## src/rtl/core/lpp_pkg.sv

```systemverilog
// Shared constants, codes and types of the lidar packet parser.
// No dependencies; imported by the assembler, the table, the top level and the bench.
package lpp_pkg;

    localparam int PKT_LEN     = 22;
    localparam int N_READINGS  = 4;
    localparam int TABLE_DEPTH = 360;
    localparam int ADDR_W      = $clog2(TABLE_DEPTH);
    localparam int ACC_W       = 26;   // ten folded words stay below 2^26

    localparam logic [7:0] START_BYTE = 8'hFA;
    localparam logic [7:0] ANGLE_LO   = 8'hA0;
    localparam logic [7:0] ANGLE_HI   = 8'hF9;
    localparam logic [7:0] FLAG_MASK  = 8'hC0;  // invalid | warning

    // request and result kinds
    localparam logic REQ_BYTE    = 1'b0;
    localparam logic REQ_READ    = 1'b1;
    localparam logic KIND_REPORT = 1'b0;
    localparam logic KIND_READ   = 1'b1;

    typedef enum logic [1:0] {
        ST_OK    = 2'd0,
        ST_CSUM  = 2'd1,
        ST_ANGLE = 2'd2
    } t_status;

    typedef logic [13:0] t_dist;

    // packet view seen while the last byte is on the input
    typedef struct packed {
        logic                        last;
        t_status                     status;
        logic [ADDR_W-1:0]           base;
        logic [15:0]                 speed;
        t_dist [N_READINGS-1:0]      vals;
        logic [2:0]                  n_good;
    } t_pkt;

    // table engine status
    typedef struct packed {
        logic              busy;
        logic              clearing;
        logic [ADDR_W-1:0] nonzero;
    } t_tbl_stat;

endpackage

```

## src/rtl/core/lpp_assembler.sv

```systemverilog
// Byte hunter and packet assembler: start-byte search, packet store and checksum fold.
// Depends on lpp_pkg.
module lpp_assembler
    import lpp_pkg::*;
(
    input  logic       i_clk,
    input  logic       i_rst_n,
    input  logic       i_byte_go,
    input  logic [7:0] i_rx_byte,
    output t_pkt       o_pkt
);

    logic             r_in_pkt;
    logic [4:0]       r_pos;
    logic [7:0]       r_store [PKT_LEN-1];
    logic [7:0]       r_lo;
    logic [ACC_W-1:0] r_acc;

    // framing: start-byte search and byte position
    always_ff @(posedge i_clk) begin
        if (!i_rst_n) begin
            r_in_pkt <= 1'b0;
            r_pos    <= '0;
        end else if (i_byte_go) begin
            if (!r_in_pkt) begin
                if (i_rx_byte == START_BYTE) begin
                    r_in_pkt <= 1'b1;
                    r_pos    <= 5'd1;
                end
            end else if (r_pos == 5'(PKT_LEN-1)) begin
                r_in_pkt <= 1'b0;
                r_pos    <= '0;
            end else begin
                r_pos <= r_pos + 5'd1;
            end
        end
    end

    // packet bytes and checksum words, no reset needed
    always_ff @(posedge i_clk) begin
        if (i_byte_go) begin
            if (!r_in_pkt) begin
                if (i_rx_byte == START_BYTE) begin
                    r_store[0] <= i_rx_byte;
                    r_lo       <= i_rx_byte;
                    r_acc      <= '0;
                end
            end else if (r_pos != 5'(PKT_LEN-1)) begin
                r_store[r_pos] <= i_rx_byte;
                if (!r_pos[0]) begin
                    r_lo <= i_rx_byte;
                end else begin
                    r_acc <= ACC_W'({r_acc, 1'b0} + {11'b0, i_rx_byte, r_lo});
                end
            end
        end
    end

    // decode of the finished packet while its last byte is presented
    always_comb begin
        logic [15:0] fold;
        logic [15:0] given;
        logic [7:0]  ang_off;
        logic        ang_ok;
        logic [7:0]  hi;
        logic [7:0]  lo;
        logic        bad;
        logic [2:0]  good_cnt;

        fold     = {1'b0, r_acc[14:0]} + {5'b0, r_acc[ACC_W-1:15]};
        given    = {i_rx_byte, r_store[PKT_LEN-2]};
        ang_ok   = (r_store[1] >= ANGLE_LO) && (r_store[1] <= ANGLE_HI);
        ang_off  = r_store[1] - ANGLE_LO;
        good_cnt = '0;

        o_pkt.last  = r_in_pkt && (r_pos == 5'(PKT_LEN-1));
        o_pkt.base  = {ang_off[6:0], 2'b00};
        o_pkt.speed = {r_store[3], r_store[2]};

        for (int i = 0; i < N_READINGS; i++) begin
            lo  = r_store[4 + 4*i];
            hi  = r_store[5 + 4*i];
            bad = (hi & FLAG_MASK) != 8'h00;
            o_pkt.vals[i] = bad ? '0 : {hi[5:0], lo};
            good_cnt = good_cnt + {2'b0, !bad};
        end
        o_pkt.n_good = good_cnt;

        if (given != {1'b0, fold[14:0]}) begin
            o_pkt.status = ST_CSUM;
        end else if (!ang_ok) begin
            o_pkt.status = ST_ANGLE;
        end else begin
            o_pkt.status = ST_OK;
        end
    end

endmodule

```

## config.mk

```make
export PLATFORM = sky130hd
export DESIGN_NAME = lpp_assembler
export DESIGN_NICKNAME = d
export VERILOG_FILES = /design/src/rtl/core/lpp_pkg.sv /design/src/rtl/core/lpp_assembler.sv
export SDC_FILE = /design/constraint.sdc
export NUM_CORES = 1
export LEC_CHECK = 0
export ABC_AREA = 1
export BUFFER_PORTS_ARGS = -buffer_cell sky130_fd_sc_hd__buf_2
export CAP_MARGIN = 40
export CORE_AREA = 2 2 117 119
export DETAILED_ROUTE_END_ITERATION = 12
export DIE_AREA = 0 0 119 121
export GPL_ROUTABILITY_DRIVEN = 0
export PLACE_DENSITY_LB_ADDON = 0.25
export SLEW_MARGIN = 20
export SYNTH_ARGS = -nofsm -noshare
export SYNTH_HDL_FRONTEND = slang
export SYNTH_SLANG_ARGS = --single-unit
```

## constraint.sdc

```tcl
create_clock -name i_clk -period 3.3 [get_ports i_clk]
set_clock_uncertainty 0.1 [all_clocks]
set_input_delay 0.165 -clock i_clk [delete_from_list [all_inputs] [get_ports i_clk]]
set_output_delay 0.165 -clock i_clk [all_outputs]
set_load 0.01 [all_outputs]
```

==> reports/qor.txt <==
Crit Path Class - reg -> out
global-route wire length before repair - 26900 um
postcts setup bufs - 0
DR pass1 iterations - 5
pin count of the biggest net entering global routing - 27
DRT antenna net count - 0
Hold Vio Cnt, Final - 0
TritonCTS Sinks - 136
row count - 42
startpoint types - flip-flop
Crit-path slowest cell - edfxtp_1
Yosys warnings - 0
Max Freq - 331 MHz
Req. time, crit path - 3.03 ns
RSZ-0062 raised after global routing - no
I/O Buffers - 95
share of cells above drive strength 1 - 20.1%
Post-Syn Area - 7140 um2
Root Driver - clkbuf_16
vias in the first global route - 5334
VDD IR max - 0.277 mV
final setup fails - 0
area grow syn2layout - 18.0%
CP endpoint kind - primary output
full die area - 14400 um2
pwr/cell area - 457 nW/um2
final worst path period share - 91.5%
initial core utilization - 54.5%
leakage power - 3.84 nW
Worst Tran Pin Value - 0.753 ns
CP cell instances - ha_1 > fa_1 > nand2_1 > nand2_1 > nand2_1 > nand2_1 > nor2_1 > nand3_1 > nor2_1 > nand3_1 > nor2_1 > nand3_2 > nor2_2 > buf_2
Met3 Wirelength - 1020 um
critical path peak fanout - 6
sequential fraction of the synthesis area - 56.4%
Ports - 98
clock slew at reported path FFs - 0.06 ns
met2 wire len - 8220 um
Final Critical Period - 3.02 ns
Antenna Diode Count - 0
1st-iter DRT viols - 517
Vert. Die Dim - 121 um
Die W - 119 um
syn_area_per_cell - 9.41 um2
DRC - 0
Largest stage delay, worst path - 0.48 ns
Yosys reg bits - 136
DR WL/cell - 15.9 um
core area - 13100 um2
CTS tree - done
hpwl dp - 11800 um
Hold Path Class - in -> reg
met1 wire length - 7150 um
Arrival @ worst endpoint - 2.76 ns
DRT Wirelength - 16800 um
worst skew pair latency - 0.42 ns
post-DR vias/cell - 5.22
crit-path most repeated cell - nand2_1
buffer levels on the longest clock path - 2
Max-slew headroom - 49.6%
Fin Setup TNS - 0 ns
overall power - 3.85 mW
vias post-DR - 5526
initial antenna violation count - 0
Congestion Overflow GR - 0
H-Tree Level Count - 4
uppermost layer routed - met4
TritonCTS buffer count - 17
All-Layer GR Usage - 24.4%
Max Slew Vio Count - 0
final-stage net count - 913
post-synth cell types - 42
maxcap violations - 0
post-synthesis instance total - 758
status - complete, no violations
cell usage in the layout, fill, tap and decap left out, types with 7 or more instances in the layout:
cell,instances
nand3_1,34
buf_4,10
nand4_1,7
edfxtp_1,130
nor3_1,8
o21ai_0,28
ha_1,30
inv_1,126
nand2_1,124
nor2_1,114
nand2_2,12
inv_2,8
buf_2,96
a21oi_1,49
clkbuf_16,17
metal layers:
layer  track usage [%]  vias to the layer above
met5                 0                        -
met4              9.45                        0
met3              4.32                       33
met2              40.6                      201
met1              32.0                     2568
li1                  -                     2724
synthesized netlist by cell type, drive strengths merged:
cell type	instances	area (um2)
a21boi	1	7.51
a21o	5	37.5
a21oi	51	259
a31oi	6	37.5
and2	1	6.26
buf	8	57.6
clkbuf	8	30.0
clkinv	1	3.75
conb	1	3.75
dfxtp	6	120
edfxtp	130	3900
fa	3	60.1
ha	30	375
inv	134	503
nand2	136	541
nand3	37	200
nand3b	3	22.5
nand4	7	43.8
nor2	119	459
nor3	11	76.3
nor3b	2	15.0
nor4	1	6.26
o21a	4	30.0
o21ai	33	169
o21bai	1	18.8
o311a	1	10.0
o31ai	1	7.51
or2	7	43.8
xnor2	5	43.8
xor2	5	43.8
worst max-delay path: cells and delay by family (launching register included):
kind	cells	cell delay [ns]
and+or+nand+nor	11	1.02
adders and majority gates	2	0.73
DFF	1	0.48
buffers and inverters	1	0.13
stage by stage:
stage          setup WS [ns]  cell area, um2  hold WS (ns)  utilization (%)  instances
6_report               0.280            8420        0.0843             64.3       1058
5_1_grt               0.0990            8420         0.100             64.3       1058
4_1_cts                0.256            8420        0.0744             64.3       1058
3_5_place_dp           0.740            7830         0.348             59.8       1025
3_3_place_gp           0.780            7830         0.328             59.8       1024
2_1_floorplan          0.505            7140         0.164                -        759
state kept, by name, indices dropped and copies added, names as in the netlist:
signal	count
r_lo	8
r_pos	5
r_acc	26
r_in_pkt	1
r_store	96
area by class of cell:
| type | count | area (um2) |
|---|---|---|
| Clock inverter | 14 | 148 |
| Clock buffer | 18 | 429 |
| Sequential cell | 136 | 4020 |
| Tap cell | 176 | 220 |
| Multi-Input combinational cell | 472 | 2520 |
| Fill cell | 1060 | 4670 |
| Timing Repair Buffer | 107 | 566 |
| Inverter | 135 | 507 |
where the power goes:
| part | switching (mW) | internal, mW | leakage (nW) | total, mW |
|---|---|---|---|---|
| sequential | 0.000831 | 1.88 | 1.22 | 1.89 |
| clock | 0.732 | 1.12 | 0.281 | 1.85 |
| combinational | 0.0840 | 0.0295 | 2.34 | 0.113 |
| total | 0.817 | 3.03 | 3.84 | 3.85 |
path summary, 6_finish.rpt:
kind                            startpoint        endpoint  slack [ns]  depth (start not counted)
worst max-delay path             r_acc[15]       o_pkt[85]        0.28                         14
worst min-delay path             i_byte_go        r_in_pkt        0.08                          4
worst max register to register    r_pos[1]  r_store[17][5]        0.74                          7
worst min register to register    r_pos[4]        r_pos[4]        0.39                          2
cells by family after synthesis:
logic type | Yosys count | synth area share, %
compound gates | 103 | 8.08
xor+xnor | 10 | 1.23
fa+ha+maj | 33 | 6.10
buf+inv | 151 | 8.33
flops | 136 | 56.4
other cells | 1 | 0.0526
simple gates | 324 | 19.8
repair_timing:
| action | in CTS | in global routing |
|---|---|---|
| hold buffers | 1 | 0 |
| resized for setup | 0 | 0 |
| hold endpoints to repair | 6 | 0 |
Note: power is estimated with default switching activity, not from simulation.
